[src/hdl/rlf_pkg.sv]
`timescale 1ns / 1ps
// ----------------------------------------------------------------------------
// rlf_pkg
// Shared widths, command and activity codes, and the lane control word of
// the RGB LED fade and flash engine.
// ----------------------------------------------------------------------------
package rlf_pkg;

    localparam int CMD_W   = 2;
    localparam int COL_W   = 8;
    localparam int CNT_W   = 8;
    localparam int PAUSE_W = 16;
    localparam int PWM_W   = 10;
    localparam int LANES   = 3;

    typedef enum logic [CMD_W-1:0] {
        CMD_TICK  = 2'd0,
        CMD_SET   = 2'd1,
        CMD_RAMP  = 2'd2,
        CMD_BLINK = 2'd3
    } t_cmd;

    typedef enum logic [1:0] {
        ACT_IDLE  = 2'd0,
        ACT_FADE  = 2'd1,
        ACT_FLASH = 2'd2
    } t_act;

    typedef enum logic [2:0] {
        SRC_KEEP   = 3'd0,
        SRC_COL    = 3'd1,
        SRC_STEP   = 3'd2,
        SRC_SAVED  = 3'd3,
        SRC_TARGET = 3'd4
    } t_shown_src;

    typedef struct packed {
        t_shown_src shown_src;
        logic       load_target;
        logic       save_shown;
        logic       goal_col;
    } t_lane_ctl;

endpackage

[src/hdl/rlf_intf.sv]
`timescale 1ns / 1ps
// ----------------------------------------------------------------------------
// rlf_in_if / rlf_out_if
// Valid/ready channels for command words and result words.
// ----------------------------------------------------------------------------
interface rlf_in_if;
    logic                        valid;
    logic                        ready;
    logic [rlf_pkg::CMD_W-1:0]   cmd;
    logic [rlf_pkg::COL_W-1:0]   red;
    logic [rlf_pkg::COL_W-1:0]   green;
    logic [rlf_pkg::COL_W-1:0]   blue;
    logic [rlf_pkg::CNT_W-1:0]   flash_count;
    logic [rlf_pkg::PAUSE_W-1:0] pause_ticks;

    modport source (output valid, cmd, red, green, blue, flash_count, pause_ticks,
                    input ready);
    modport sink (input valid, cmd, red, green, blue, flash_count, pause_ticks,
                  output ready);
endinterface

interface rlf_out_if;
    logic                      valid;
    logic                      ready;
    logic [rlf_pkg::PWM_W-1:0] pwm_red;
    logic [rlf_pkg::PWM_W-1:0] pwm_green;
    logic [rlf_pkg::PWM_W-1:0] pwm_blue;
    logic [rlf_pkg::COL_W-1:0] shown_red;
    logic [rlf_pkg::COL_W-1:0] shown_green;
    logic [rlf_pkg::COL_W-1:0] shown_blue;
    logic                      busy_res;

    modport source (output valid, pwm_red, pwm_green, pwm_blue, shown_red, shown_green,
                    shown_blue, busy_res, input ready);
    modport sink (input valid, pwm_red, pwm_green, pwm_blue, shown_red, shown_green,
                  shown_blue, busy_res, output ready);
endinterface

[src/hdl/rlf_lane.sv]
`timescale 1ns / 1ps
// ----------------------------------------------------------------------------
// rlf_lane
// One color channel: shown, target and saved values, and the one-unit
// fade step toward the goal.
// ----------------------------------------------------------------------------
module rlf_lane (
    input  logic                      i_clk,
    input  logic                      i_rst_n,
    input  rlf_pkg::t_lane_ctl        i_ctl,
    input  logic [rlf_pkg::COL_W-1:0] i_col,
    output logic [rlf_pkg::COL_W-1:0] o_shown_nx,
    output logic                      o_eq_step
);

    logic [rlf_pkg::COL_W-1:0] r_shown;
    logic [rlf_pkg::COL_W-1:0] r_target;
    logic [rlf_pkg::COL_W-1:0] r_saved;
    logic [rlf_pkg::COL_W-1:0] w_goal;
    logic [rlf_pkg::COL_W-1:0] w_step;
    logic [rlf_pkg::COL_W-1:0] n_shown;

    assign w_goal = i_ctl.goal_col ? i_col : r_target;

    always_comb begin
        if (r_shown < w_goal) begin
            w_step = r_shown + 1'b1;
        end else if (r_shown > w_goal) begin
            w_step = r_shown - 1'b1;
        end else begin
            w_step = r_shown;
        end
    end

    assign o_eq_step = (w_step == w_goal);

    always_comb begin
        case (i_ctl.shown_src)
            rlf_pkg::SRC_COL:    n_shown = i_col;
            rlf_pkg::SRC_STEP:   n_shown = w_step;
            rlf_pkg::SRC_SAVED:  n_shown = r_saved;
            rlf_pkg::SRC_TARGET: n_shown = r_target;
            default:             n_shown = r_shown;
        endcase
    end

    assign o_shown_nx = n_shown;

    always_ff @(posedge i_clk) begin
        if (!i_rst_n) begin
            r_shown  <= '0;
            r_target <= '0;
            r_saved  <= '0;
        end else begin
            r_shown <= n_shown;
            if (i_ctl.load_target) begin
                r_target <= i_col;
            end
            // save the color shown before this word
            if (i_ctl.save_shown) begin
                r_saved <= r_shown;
            end
        end
    end

endmodule

[src/hdl/rlf_duty.sv]
`timescale 1ns / 1ps
// ----------------------------------------------------------------------------
// rlf_duty
// Inverted CIE lightness lookup: channel value c gives duty lum(top - c),
// built as a constant table at elaboration with exact integer rounding.
// ----------------------------------------------------------------------------
module rlf_duty #(
    parameter int PWM_BITS = 10,
    parameter int LEVELS   = 256
) (
    input  logic [rlf_pkg::COL_W-1:0] i_c,
    output logic [rlf_pkg::PWM_W-1:0] o_duty
);

    localparam int IW = (LEVELS > 1) ? $clog2(LEVELS) : 1;
    localparam logic [63:0] TOP  = 64'(LEVELS - 1);
    localparam logic [63:0] FULL = (64'd1 << PWM_BITS) - 64'd1;

    logic [rlf_pkg::PWM_W-1:0] w_lut [LEVELS];
    logic [IW-1:0]             w_idx;

    for (genvar gi = 0; gi < LEVELS; gi++) begin : g_ent
        localparam logic [63:0] V     = TOP - 64'(gi);
        localparam logic        LOW   = (64'd100 * V <= 64'd8 * TOP);
        localparam logic [63:0] B     = 64'd100 * V + 64'd16 * TOP;
        localparam logic [63:0] D     = 64'd116 * TOP;
        localparam logic [63:0] NUM   = LOW ? (64'd1000 * V * FULL) : (FULL * B * B * B);
        localparam logic [63:0] DEN   = LOW ? (64'd9023 * TOP) : (D * D * D);
        localparam logic [63:0] DUTY  = (64'd2 * NUM + DEN) / (64'd2 * DEN);
        assign w_lut[gi] = DUTY[rlf_pkg::PWM_W-1:0];
    end

    // clamp values past the table top
    always_comb begin
        if ({1'b0, i_c} > 9'(LEVELS - 1)) begin
            w_idx = IW'(LEVELS - 1);
        end else begin
            w_idx = i_c[IW-1:0];
        end
    end

    assign o_duty = w_lut[w_idx];

endmodule

[src/hdl/rlf_merge.sv]
`timescale 1ns / 1ps
// ----------------------------------------------------------------------------
// rlf_merge
// Output stage: collects the three lane colors and the busy flag into one
// result word and maps each color to its PWM duty.
// ----------------------------------------------------------------------------
module rlf_merge #(
    parameter int PWM_BITS = 10,
    parameter int LEVELS   = 256
) (
    input  logic                                          i_clk,
    input  logic                                          i_rst_n,
    input  logic                                          i_load,
    input  logic [rlf_pkg::LANES-1:0][rlf_pkg::COL_W-1:0] i_shown,
    input  logic                                          i_busy,
    output logic                                          o_ready,
    rlf_out_if.source                                     o_out
);

    logic                                          r_valid;
    logic [rlf_pkg::LANES-1:0][rlf_pkg::COL_W-1:0] r_shown;
    logic                                          r_busy;
    logic [rlf_pkg::LANES-1:0][rlf_pkg::PWM_W-1:0] w_duty;

    // take a new word when empty or when the held word leaves
    assign o_ready = !r_valid || o_out.ready;

    always_ff @(posedge i_clk) begin
        if (!i_rst_n) begin
            r_valid <= 1'b0;
        end else if (o_ready) begin
            r_valid <= i_load;
        end
    end

    always_ff @(posedge i_clk) begin
        if (o_ready && i_load) begin
            r_shown <= i_shown;
            r_busy  <= i_busy;
        end
    end

    for (genvar gl = 0; gl < rlf_pkg::LANES; gl++) begin : g_duty
        rlf_duty #(
            .PWM_BITS (PWM_BITS),
            .LEVELS   (LEVELS)
        ) u_duty (
            .i_c    (r_shown[gl]),
            .o_duty (w_duty[gl])
        );
    end

    assign o_out.valid       = r_valid;
    assign o_out.pwm_red     = w_duty[0];
    assign o_out.pwm_green   = w_duty[1];
    assign o_out.pwm_blue    = w_duty[2];
    assign o_out.shown_red   = r_shown[0];
    assign o_out.shown_green = r_shown[1];
    assign o_out.shown_blue  = r_shown[2];
    assign o_out.busy_res    = r_busy;

endmodule

[src/hdl/rgb_led_fade_flash_engine.sv]
`timescale 1ns / 1ps
// ----------------------------------------------------------------------------
// rgb_led_fade_flash_engine
// RGB LED driver with set, fade and flash commands, ticked stepping and
// inverted CIE lightness PWM duties.
//
//   channel  | dir | role
//   ---------+-----+-----------------------------------------------
//   i_in     | in  | command or tick word (cmd, color, count, pause)
//   o_out    | out | PWM duties, shown color and busy flag
//
// One word a cycle unless stalled: each word updates the state in the cycle
// it is accepted, its result in the output register from the next cycle on.
// The three color lanes step in parallel; the output stage merges them and
// looks up the duties in a constant table.
// A stalled output holds its word and drops i_in.ready only while full.
// Synchronous active-low reset clears the colors and returns to idle.
// ----------------------------------------------------------------------------
module rgb_led_fade_flash_engine #(
    parameter int PWM_BITS = 10,
    parameter int LEVELS   = 256
) (
    input  logic      i_clk,
    input  logic      i_rst_n,
    rlf_in_if.sink    i_in,
    rlf_out_if.source o_out
);

    rlf_pkg::t_act                                 r_act, n_act;
    logic [rlf_pkg::PAUSE_W-1:0]                   r_wait, n_wait;
    logic [rlf_pkg::PAUSE_W-1:0]                   r_pause, n_pause;
    logic [rlf_pkg::CNT_W-1:0]                     r_flashes, n_flashes;
    logic                                          r_phase, n_phase;

    rlf_pkg::t_lane_ctl                            w_ctl;
    logic                                          w_ready;
    logic                                          w_acc;
    logic [rlf_pkg::LANES-1:0][rlf_pkg::COL_W-1:0] w_col;
    logic [rlf_pkg::LANES-1:0][rlf_pkg::COL_W-1:0] w_shown_nx;
    logic [rlf_pkg::LANES-1:0]                     w_eq;
    logic                                          w_all_eq;

    assign i_in.ready = w_ready;
    assign w_acc      = i_in.valid && w_ready;
    assign w_col[0]   = i_in.red;
    assign w_col[1]   = i_in.green;
    assign w_col[2]   = i_in.blue;
    assign w_all_eq   = &w_eq;

    always_ff @(posedge i_clk) begin
        if (!i_rst_n) begin
            r_act     <= rlf_pkg::ACT_IDLE;
            r_wait    <= '0;
            r_pause   <= '0;
            r_flashes <= '0;
            r_phase   <= 1'b0;
        end else begin
            r_act     <= n_act;
            r_wait    <= n_wait;
            r_pause   <= n_pause;
            r_flashes <= n_flashes;
            r_phase   <= n_phase;
        end
    end

    always_comb begin
        n_act     = r_act;
        n_wait    = r_wait;
        n_pause   = r_pause;
        n_flashes = r_flashes;
        n_phase   = r_phase;
        w_ctl     = '{shown_src: rlf_pkg::SRC_KEEP, load_target: 1'b0,
                      save_shown: 1'b0, goal_col: 1'b0};
        if (w_acc) begin
            case (i_in.cmd)
                rlf_pkg::CMD_TICK: begin
                    if (r_act != rlf_pkg::ACT_IDLE) begin
                        if (r_wait != '0) begin
                            n_wait = r_wait - 1'b1;
                        end else if (r_act == rlf_pkg::ACT_FADE) begin
                            w_ctl.shown_src = rlf_pkg::SRC_STEP;
                            if (w_all_eq) begin
                                n_act = rlf_pkg::ACT_IDLE;
                            end else begin
                                n_wait = r_pause;
                            end
                        end else if (r_phase) begin
                            // back to the saved color: one flash done
                            w_ctl.shown_src = rlf_pkg::SRC_SAVED;
                            n_phase         = 1'b0;
                            if (r_flashes <= 8'd1) begin
                                n_flashes = '0;
                                n_act     = rlf_pkg::ACT_IDLE;
                            end else begin
                                n_flashes = r_flashes - 1'b1;
                                n_wait    = r_pause;
                            end
                        end else begin
                            w_ctl.shown_src = rlf_pkg::SRC_TARGET;
                            n_phase         = 1'b1;
                            n_wait          = r_pause;
                        end
                    end
                end
                rlf_pkg::CMD_SET: begin
                    w_ctl.shown_src = rlf_pkg::SRC_COL;
                    n_act           = rlf_pkg::ACT_IDLE;
                end
                rlf_pkg::CMD_RAMP: begin
                    // first step happens with the command
                    w_ctl.shown_src   = rlf_pkg::SRC_STEP;
                    w_ctl.load_target = 1'b1;
                    w_ctl.goal_col    = 1'b1;
                    n_pause           = i_in.pause_ticks;
                    n_wait            = i_in.pause_ticks;
                    n_act = w_all_eq ? rlf_pkg::ACT_IDLE : rlf_pkg::ACT_FADE;
                end
                rlf_pkg::CMD_BLINK: begin
                    n_act = rlf_pkg::ACT_IDLE;
                    if (i_in.flash_count != '0) begin
                        w_ctl.shown_src   = rlf_pkg::SRC_COL;
                        w_ctl.load_target = 1'b1;
                        w_ctl.save_shown  = 1'b1;
                        n_pause           = i_in.pause_ticks;
                        n_wait            = i_in.pause_ticks;
                        n_flashes         = i_in.flash_count;
                        n_phase           = 1'b1;
                        n_act             = rlf_pkg::ACT_FLASH;
                    end
                end
                default: begin
                    n_act = r_act;
                end
            endcase
        end
    end

    for (genvar gl = 0; gl < rlf_pkg::LANES; gl++) begin : g_lane
        rlf_lane u_lane (
            .i_clk      (i_clk),
            .i_rst_n    (i_rst_n),
            .i_ctl      (w_ctl),
            .i_col      (w_col[gl]),
            .o_shown_nx (w_shown_nx[gl]),
            .o_eq_step  (w_eq[gl])
        );
    end

    rlf_merge #(
        .PWM_BITS (PWM_BITS),
        .LEVELS   (LEVELS)
    ) u_merge (
        .i_clk   (i_clk),
        .i_rst_n (i_rst_n),
        .i_load  (w_acc),
        .i_shown (w_shown_nx),
        .i_busy  (n_act != rlf_pkg::ACT_IDLE),
        .o_ready (w_ready),
        .o_out   (o_out)
    );

    a_acc_fills_out: assert property (@(posedge i_clk) disable iff (!i_rst_n)
        w_acc |=> o_out.valid)
        else $error("accepted word produced no result");

    a_set_not_busy: assert property (@(posedge i_clk) disable iff (!i_rst_n)
        (w_acc && i_in.cmd == rlf_pkg::CMD_SET) |=> !o_out.busy_res)
        else $error("set color left engine busy");

    a_wait_bound: assert property (@(posedge i_clk) disable iff (!i_rst_n)
        (r_act != rlf_pkg::ACT_IDLE) |-> (r_wait <= r_pause))
        else $error("wait count above step pause");

    a_flash_count: assert property (@(posedge i_clk) disable iff (!i_rst_n)
        (r_act == rlf_pkg::ACT_FLASH) |-> (r_flashes != '0))
        else $error("flash running with no flashes left");

endmodule
[src/flat_wrapper.sv]
// flat-port wrapper written by rule: the top's interface ports become plain ports
module rgb_led_fade_flash_engine_flat 
#(
    parameter int PWM_BITS = 10,
    parameter int LEVELS   = 256
)
  (i_clk, i_rst_n, i_in_valid, i_in_cmd, i_in_red, i_in_green, i_in_blue, i_in_flash_count, i_in_pause_ticks, i_in_ready, o_out_valid, o_out_pwm_red, o_out_pwm_green, o_out_pwm_blue, o_out_shown_red, o_out_shown_green, o_out_shown_blue, o_out_busy_res, o_out_ready);
  rlf_in_if i_in_i ();
  rlf_out_if o_out_i ();
  input  logic i_clk;
  input  logic i_rst_n;
  input wire logic [$bits(i_in_i.valid)-1:0] i_in_valid;
  input wire logic [$bits(i_in_i.cmd)-1:0] i_in_cmd;
  input wire logic [$bits(i_in_i.red)-1:0] i_in_red;
  input wire logic [$bits(i_in_i.green)-1:0] i_in_green;
  input wire logic [$bits(i_in_i.blue)-1:0] i_in_blue;
  input wire logic [$bits(i_in_i.flash_count)-1:0] i_in_flash_count;
  input wire logic [$bits(i_in_i.pause_ticks)-1:0] i_in_pause_ticks;
  output wire logic [$bits(i_in_i.ready)-1:0] i_in_ready;
  output wire logic [$bits(o_out_i.valid)-1:0] o_out_valid;
  output wire logic [$bits(o_out_i.pwm_red)-1:0] o_out_pwm_red;
  output wire logic [$bits(o_out_i.pwm_green)-1:0] o_out_pwm_green;
  output wire logic [$bits(o_out_i.pwm_blue)-1:0] o_out_pwm_blue;
  output wire logic [$bits(o_out_i.shown_red)-1:0] o_out_shown_red;
  output wire logic [$bits(o_out_i.shown_green)-1:0] o_out_shown_green;
  output wire logic [$bits(o_out_i.shown_blue)-1:0] o_out_shown_blue;
  output wire logic [$bits(o_out_i.busy_res)-1:0] o_out_busy_res;
  input wire logic [$bits(o_out_i.ready)-1:0] o_out_ready;
  assign i_in_i.valid = i_in_valid;
  assign i_in_i.cmd = i_in_cmd;
  assign i_in_i.red = i_in_red;
  assign i_in_i.green = i_in_green;
  assign i_in_i.blue = i_in_blue;
  assign i_in_i.flash_count = i_in_flash_count;
  assign i_in_i.pause_ticks = i_in_pause_ticks;
  assign i_in_ready = i_in_i.ready;
  assign o_out_valid = o_out_i.valid;
  assign o_out_pwm_red = o_out_i.pwm_red;
  assign o_out_pwm_green = o_out_i.pwm_green;
  assign o_out_pwm_blue = o_out_i.pwm_blue;
  assign o_out_shown_red = o_out_i.shown_red;
  assign o_out_shown_green = o_out_i.shown_green;
  assign o_out_shown_blue = o_out_i.shown_blue;
  assign o_out_busy_res = o_out_i.busy_res;
  assign o_out_i.ready = o_out_ready;
  rgb_led_fade_flash_engine #(.PWM_BITS(PWM_BITS), .LEVELS(LEVELS)) u_core (.i_clk(i_clk), .i_rst_n(i_rst_n), .i_in(i_in_i), .o_out(o_out_i));
endmodule
[config.mk]
export PLATFORM = sky130hd
export DESIGN_NAME = rgb_led_fade_flash_engine_flat
export DESIGN_NICKNAME = d
export VERILOG_FILES = /design/src/hdl/rlf_pkg.sv /design/src/hdl/rlf_intf.sv /design/src/hdl/rlf_lane.sv /design/src/hdl/rlf_duty.sv /design/src/hdl/rlf_merge.sv /design/src/hdl/rgb_led_fade_flash_engine.sv /design/src/flat_wrapper.sv
export SDC_FILE = /design/constraint.sdc
export NUM_CORES = 1
export LEC_CHECK = 0
export BUFFER_PORTS_ARGS = -buffer_cell sky130_fd_sc_hd__buf_2
export CAP_MARGIN = 25
export CORE_MARGIN = 2
export CORE_UTILIZATION = 35
export CTS_CLUSTER_DIAMETER = 50
export DETAILED_ROUTE_END_ITERATION = 10
export HOLD_SLACK_MARGIN = 0.06
export PLACE_DENSITY_LB_ADDON = 0.08
export SYNTH_ARGS = -nofsm -noshare
export SYNTH_HDL_FRONTEND = slang
export SYNTH_SLANG_ARGS = --single-unit
[constraint.sdc]
create_clock -name i_clk -period 7 [get_ports i_clk]
set_input_delay 1.4 -clock i_clk [delete_from_list [all_inputs] [get_ports i_clk]]
set_output_delay 1.4 -clock i_clk [all_outputs]
set_load 0.05 [all_outputs]
======== Word level (Yosys, flattened, before mapping) ========
Memory sizes are Yosys's and may differ from the RTL's.
Index checks and enable logic that the tools add are counted.
word-level totals
  input bits .............................. 54
  logic and storage cells ................. 138
  memory bits (read-only) ................. 7680
  register bits ........................... 141
  memories ................................ 3
  output and inout bits ................... 57
cells by class
  equality and inequality tests ........... 18
  $add $sub $neg .......................... 8
  bitwise gates (word level) .............. 3
  reductions and logical operators ........ 17
  mux-type cells .......................... 60
  order comparisons ....................... 10
memory list
  memory           depth  bits a word  rd ports  clocked after Yosys merged registers in  write ports  RTL line        RTL
  (no name shown)  256    10           1         0                                        0            rlf_duty.sv:42  assign o_duty = w_lut[w_idx];
  (no name shown)  256    10           1         0                                        0            rlf_duty.sv:42
  (no name shown)  256    10           1         0                                        0            rlf_duty.sv:42
operators by type and width
  kind                     number
  $mux W8                  15
  $mux W16                 7
  $pmux W8 S4              3
  $mux W10                 6
  $pmux W16 S3             1
  $pmux W16 S2             1
  $sub A8 B1 Y8 const B    4
  $ge A9 B9 Y1 const B     3
  $not A8 Y9               3
  $add A8 B1 Y8 const B    3
  $eq A8 B8 Y1             3
  $gt A8 B8 Y1             3
  $lt A8 B8 Y1             3
  $mux W2                  8
  $pmux W8 S2              1
  $reduce_bool A16 Y1      1
  $sub A16 B1 Y16 const B  1
  $mux W3                  5
  $pmux W3 S4              1
  $reduce_and A6 Y1        2
  $le A8 B1 Y1 const B     1
  $mux W1                  8
  $pmux W2 S4              1
  $reduce_bool A2 Y1       4
  other kinds (19)         28

======== Logic depth before layout (Yosys ltp) ========
  word-level depth ........................ 19
  depth in mapped cells ................... 22

======== Hierarchy ========
From an unflattened synthesis, not the netlist that was laid out.
second synthesis, totals
  cells, all modules ...................... 2214
  area total of the unflattened synthesis .. 17062.6 µm²
modules (own cells, without submodules)
  module                                      area each (µm²)  cells an instance  instances
  rlf_lane (u_core.g_lane[0].u_lane ...)      2052.0           243                2
  rgb_led_fade_flash_engine                   2702.6           330                1
  rlf_duty (u_core.u_merge.g_duty[0].u_duty)  2461.1           382                1
  rlf_duty (u_core.u_merge.g_duty[1].u_duty)  2453.6           379                1
  rlf_duty (u_core.u_merge.g_duty[2].u_duty)  2364.8           356                1
  rlf_lane (u_core.g_lane[2].u_lane)          2168.3           251                1
  rlf_merge                                   808.3            30                 1

======== Worst setup path after synthesis ========
OpenSTA, ideal clock, no wires.
  path type ............................... input-to-reg
  from .................................... in o_out_ready
  to ...................................... reg u_core.r_wait[12] (netlist bit)
  path slack .............................. 0.903 ns
  stages on the path ...................... 19
  data arrival time ....................... 5.981 ns
  setup time .............................. 0.116 ns
  cells stage by stage .................... nand2b_4 -> and3_4 -> buf_6 -> buf_4 -> buf_2 -> mux2i_1 -> ha_1 -> nor2b_2 -> o211ai_2 -> a21oi_1 -> or4_1 -> o31a_1 -> a211o_1 -> or4_1 -> or4_4 -> or4_4 -> buf_6 -> a21oi_1 -> and3b_1
on the way
  word-level cells in the longest chain between the ends .. 11
RTL lines
  element                          RTL line                         RTL
  from (decl)                      flat_wrapper.sv:28               input wire logic [$bits(o_out_i.ready)-1:0] o_out_ready;
  $logic_or A1 B1 Y1 (*)           rlf_merge.sv:26                  assign o_ready = !r_valid || o_out.ready;
  $logic_and A1 B1 Y1 (*)          rgb_led_fade_flash_engine.sv:44  assign w_acc = i_in.valid && w_ready;
  $mux W6                          rgb_led_fade_flash_engine.sv:74  if (w_acc) begin
  $mux W8                          rlf_lane.sv:23                   assign w_goal = i_ctl.goal_col ? i_col : r_target;
  $gt A8 B8 Y1                     rlf_lane.sv:28                   end else if (r_shown > w_goal) begin
  $mux W8                          rlf_lane.sv:28
  $mux W8                          rlf_lane.sv:26                   if (r_shown < w_goal) begin
  $eq A8 B8 Y1                     rlf_lane.sv:35                   assign o_eq_step = (w_step == w_goal);
  $reduce_and A3 Y1                rgb_led_fade_flash_engine.sv:48  assign w_all_eq = &w_eq;
  $ne A4 B4 Y1 (no line)           --
  $reduce_and A6 Y1 (no line) (*)  --
  to (signal assigned)             rgb_led_fade_flash_engine.sv:59  r_wait <= n_wait;
  to (decl)                        rgb_led_fade_flash_engine.sv:30  logic [rlf_pkg::PAUSE_W-1:0] r_wait, n_wait;
Mark *: on every way between the ends. The rest lies on a longest branch, timed or not.
A chain may end at the register's enable or synchronous reset.

======== Final worst setup path ========
  from .................................... in i_in_cmd[0]
  to ...................................... reg u_core.r_wait[13] (netlist bit)
on the way
  word-level cells in the longest chain between the ends .. 11
RTL lines
  element                      RTL line                         RTL
  from (decl)                  flat_wrapper.sv:13               input wire logic [$bits(i_in_i.cmd)-1:0] i_in_cmd;
  $eq A2 B2 Y1                 rgb_led_fade_flash_engine.sv:75  case (i_in.cmd)
  $mux W1                      rgb_led_fade_flash_engine.sv:75
  $mux W6                      rgb_led_fade_flash_engine.sv:74
  $mux W8                      rlf_lane.sv:23
  $gt A8 B8 Y1                 rlf_lane.sv:28
  $mux W8                      rlf_lane.sv:28
  $mux W8                      rlf_lane.sv:26
  $eq A8 B8 Y1                 rlf_lane.sv:35
  $reduce_and A3 Y1            rgb_led_fade_flash_engine.sv:48
  $ne A4 B4 Y1 (no line)       --
  $reduce_and A6 Y1 (no line)  --
Several ways; a longest one is shown, not always the timed one.

==> impl_metrics.toml <==
[finish]
layout.cells.most_common_list = "sky130_fd_sc_hd__nand2_1, sky130_fd_sc_hd__a21oi_1, sky130_fd_sc_hd__o21ai_0"
count_of_nets_after_finishing = 2418
layout.cells.most_common = "sky130_fd_sc_hd__nand2_1"
post-route-util = 0.386
fillerInstances = 4754
drive_above_1_share = 0.100
syn2layout_area_growth_pct = 8.54

[clock_network]
clockBufferDepth = 2
clock_pin_slew_reported_for_the_worst_setup_and_hold_paths_after_clock_tree_synthesis_ps = 60
number_of_buffers_added_for_setup_after_cts = 0
htree_levels = 4
cts.sink_count = 141
cts_root_buffer = "sky130_fd_sc_hd__clkbuf_16"
post_cts_sizing = 0
post_cts_hold_buffer_count = 0
cts_tree = "done"
cts_bufs_inserted = 17
worst_skew_pair.late_latency_ps = 440

[setup_path]
critical_path.startpoint_type = "primary input"
r2r-end = "u_core.r_wait[13]"
worstSetupStartpoint = "i_in_cmd[0]"
critPathCaptureType = "flop"
timing.critical_path.fanout_max = 30
critPathArrivalTime_ps = 6500
timing_worst_setup_path_type = "primary input to flop"
required_ps = 7330
worst_case_register_to_register_setup_slack_ps = 1770
critPathCapture = "u_core.r_wait[13]"
worstReg2RegStart = "u_core.u_merge.o_out.valid"
r2r_cells = 15

[die]
core_region_area_mm2 = 0.0443
dieArea_mm2 = 0.0467
fp.dieW_um = 216
design.portCount = 111
initial_core_util = 0.355
die_h_um = 216
std_cell_rows = 77

[global_route]
grt_first_pass_wirelength_mm = 90.1
number_of_antenna_violations_at_the_first_check_in_global_routing = 3
gr-usage-all-layers = 0.236
grt_max_degree = 117
first_global_vias = 15800
overflow = 0

[route]
postRouteWirelength_mm = 56.8
number_of_vias_per_cell_after_detailed_routing = 5.93
initialDrtViolationCount = 2007
drtPass1Iterations = 6
num_vias = 17100
ant_nets = 0
drcViolationCount = 0
wl_per_cell_um = 19.7

[power]
power_density_mw_per_mm2 = 229
power_switching_w = 0.00184
combPwrFrac = 0.524
leakage_nw = 6.41
cellInternalPower_w = 0.00206
post-layout-total-power_w = 0.00391
irDropWorstVdd_v = 0.000129
power_frac_seq = 0.249
share_clk_of_total_power = 0.228
sw_frac_of_total = 0.472

[logic_synthesis]
mappedNetlistArea_mm2 = 0.0157
dominantRegCellSynth = "sky130_fd_sc_hd__dfxtp_1"
synthesis.nets = 2465
synthesis.instances = 2325
synth_largest_type_area_fraction = 0.148
synth_area_per_cell_um2 = 6.77
synth_async_sr_flop_share = 0
post_synth_main_area_contributors = "sky130_fd_sc_hd__dfxtp_1, sky130_fd_sc_hd__nand2_1, sky130_fd_sc_hd__a21oi_1"
synth_top_cell_by_area = "sky130_fd_sc_hd__dfxtp_1"
seq_area_frac_synth = 0.195
synth_cell_type_count = 81
synth_enable_flop_cells = 25
synth_warnings = 0
synth_seq_cells = 141

[placement]
gpl_congestion = 0.928
dpl.hpwl_mm = 38.3
buffer_ports.inserted = 110

[status]
run_status = "finished clean"

[timing]
rsz0062_at_grt = "false"
report.final.slew_viol_count = 0
period_minus_ws_final_ps = 6180
timing.final.crit_share = 0.883
finalSetupViolations = 0
timing.setup.tns_ps = 0
worst_pin_slew_ps = 1020
fin_worst_hold_slack_ps = 466
max_freq_mhz = 162
fin_skew_ps = 18.3
slew_headroom = 0.323
hold_viol = 0

[job]
drv.max_cap_violation_count = 0

[hold_path]
hold_path_class = "flop to flop"
hold_start = "u_core.r_pause[14]"
[worst min path at each step]
stage                                               endpoint  slack [ps]  depth (start not counted)
after global placement                     u_core.r_pause[0]         450                          2
after floorplan           u_core.g_lane[1].u_lane.r_saved[4]         440                          2
after CTS                                 u_core.r_pause[10]         470                          2
final                                     u_core.r_pause[14]         470                          2
after global routing      u_core.g_lane[2].u_lane.r_saved[6]         480                          2
after detailed placement                  u_core.r_pause[10]         460                          2
[synthesized netlist by cell type, types with 20 or more instances]
cell type,number
sky130_fd_sc_hd__a211oi_1,49
sky130_fd_sc_hd__a21boi_0,70
sky130_fd_sc_hd__a21oi_1,261
sky130_fd_sc_hd__a31oi_1,43
sky130_fd_sc_hd__and2_1,35
sky130_fd_sc_hd__buf_1,31
sky130_fd_sc_hd__clkbuf_1,165
sky130_fd_sc_hd__dfxtp_1,116
sky130_fd_sc_hd__edfxtp_1,25
sky130_fd_sc_hd__ha_1,86
sky130_fd_sc_hd__inv_1,54
sky130_fd_sc_hd__mux2i_1,35
sky130_fd_sc_hd__nand2_1,375
sky130_fd_sc_hd__nand3_1,40
sky130_fd_sc_hd__nor2_1,210
sky130_fd_sc_hd__nor2b_1,20
sky130_fd_sc_hd__nor3_1,61
sky130_fd_sc_hd__o211ai_1,37
sky130_fd_sc_hd__o21ai_0,219
sky130_fd_sc_hd__xnor2_1,35
[registers in the layout, summed over array words and instances, names as in the netlist]
name	count
u_core.r_act	2
u_core.g_lane.u_lane.r_target	24
u_core.g_lane.u_lane.r_saved	24
u_core.u_merge.o_out.shown_blue	8
u_core.u_merge.o_out.busy_res	1
u_core.u_merge.o_out.shown_red	8
u_core.u_merge.o_out.shown_green	8
u_core.r_flashes	8
u_core.r_phase	1
u_core.r_pause	16
u_core.g_lane.u_lane.r_shown	24
u_core.u_merge.o_out.valid	1
u_core.r_wait	16
[final cells by class]
type | instances | area (um^2) | share of cell area
clock buffer | 20 | 458 | 0.0268
clock inverter | 12 | 100 | 0.00586
antenna | 2 | 5.00 | 0.000293
sequential | 141 | 3070 | 0.180
tap | 592 | 741 | 0.0434
multi-input combinational | 1916 | 11600 | 0.681
timing repair buffer | 145 | 856 | 0.0501
inverter | 57 | 214 | 0.0125
[per-layer routing]
metal | global-route usage | vias to the layer above | part of all wire
li1 | - | 8335 | -
met2 | 0.365 | 660 | 0.44
met3 | 0.0236 | 58 | 0.062
met5 | 0 | - | 0.00023
met1 | 0.347 | 8050 | 0.48
met4 | 0.0612 | 2 | 0.016
[power groups by stage]
stage               Clock [W]  Combinational (W)  Sequential (W)
finish               0.000889            0.00205        0.000972
global route         0.000939            0.00224        0.000983
CTS                  0.000907            0.00202        0.000971
detailed placement          0            0.00201        0.000988
global placement            0            0.00202        0.000989
floorplan                   0            0.00149         0.00100
[kinds of logic (layout without fill, tap and decap cells)]
| kind of cell | Yosys count | in the layout | share of synthesized area |
|---|---|---|---|
| AOI/OAI and AO/OA | 852 | 852 | 0.336 |
| other | 0 | 2 | 0 |
| muxes | 64 | 64 | 0.0559 |
| buffers and inverters | 268 | 234 | 0.0671 |
| xor gates and xnor gates | 53 | 53 | 0.0304 |
| adders and majority gates | 87 | 87 | 0.0690 |
| and+or+nand+nor | 860 | 860 | 0.247 |
| DFF | 141 | 141 | 0.195 |
[metrics by stage]
stage / setup WS, ps / std cells / area [um^2]
after floorplan: 903 / 2325 / 15700
after global placement: 510 / 2849 / 16500
after detailed placement: 418 / 2850 / 16500
after CTS: 844 / 2882 / 17100
after global routing: 460 / 2885 / 17100
final: 821 / 2885 / 17100
[critical path: stages]
cell and delay, ps:
sky130_fd_sc_hd__buf_2 110, sky130_fd_sc_hd__inv_1 80, sky130_fd_sc_hd__ha_1 200, sky130_fd_sc_hd__and3_4 560, sky130_fd_sc_hd__mux2i_1 350, sky130_fd_sc_hd__ha_1 290, sky130_fd_sc_hd__nor2b_1 130, sky130_fd_sc_hd__o211ai_1 200
sky130_fd_sc_hd__a21o_1 360, sky130_fd_sc_hd__a21oi_1 240, sky130_fd_sc_hd__a32o_1 320, sky130_fd_sc_hd__a211o_1 250, sky130_fd_sc_hd__or4_1 490, sky130_fd_sc_hd__or4_4 440, sky130_fd_sc_hd__or4_4 680, sky130_fd_sc_hd__a21oi_1 190
sky130_fd_sc_hd__and3b_1 180
Note: power is estimated with default switching activity, not from simulation.
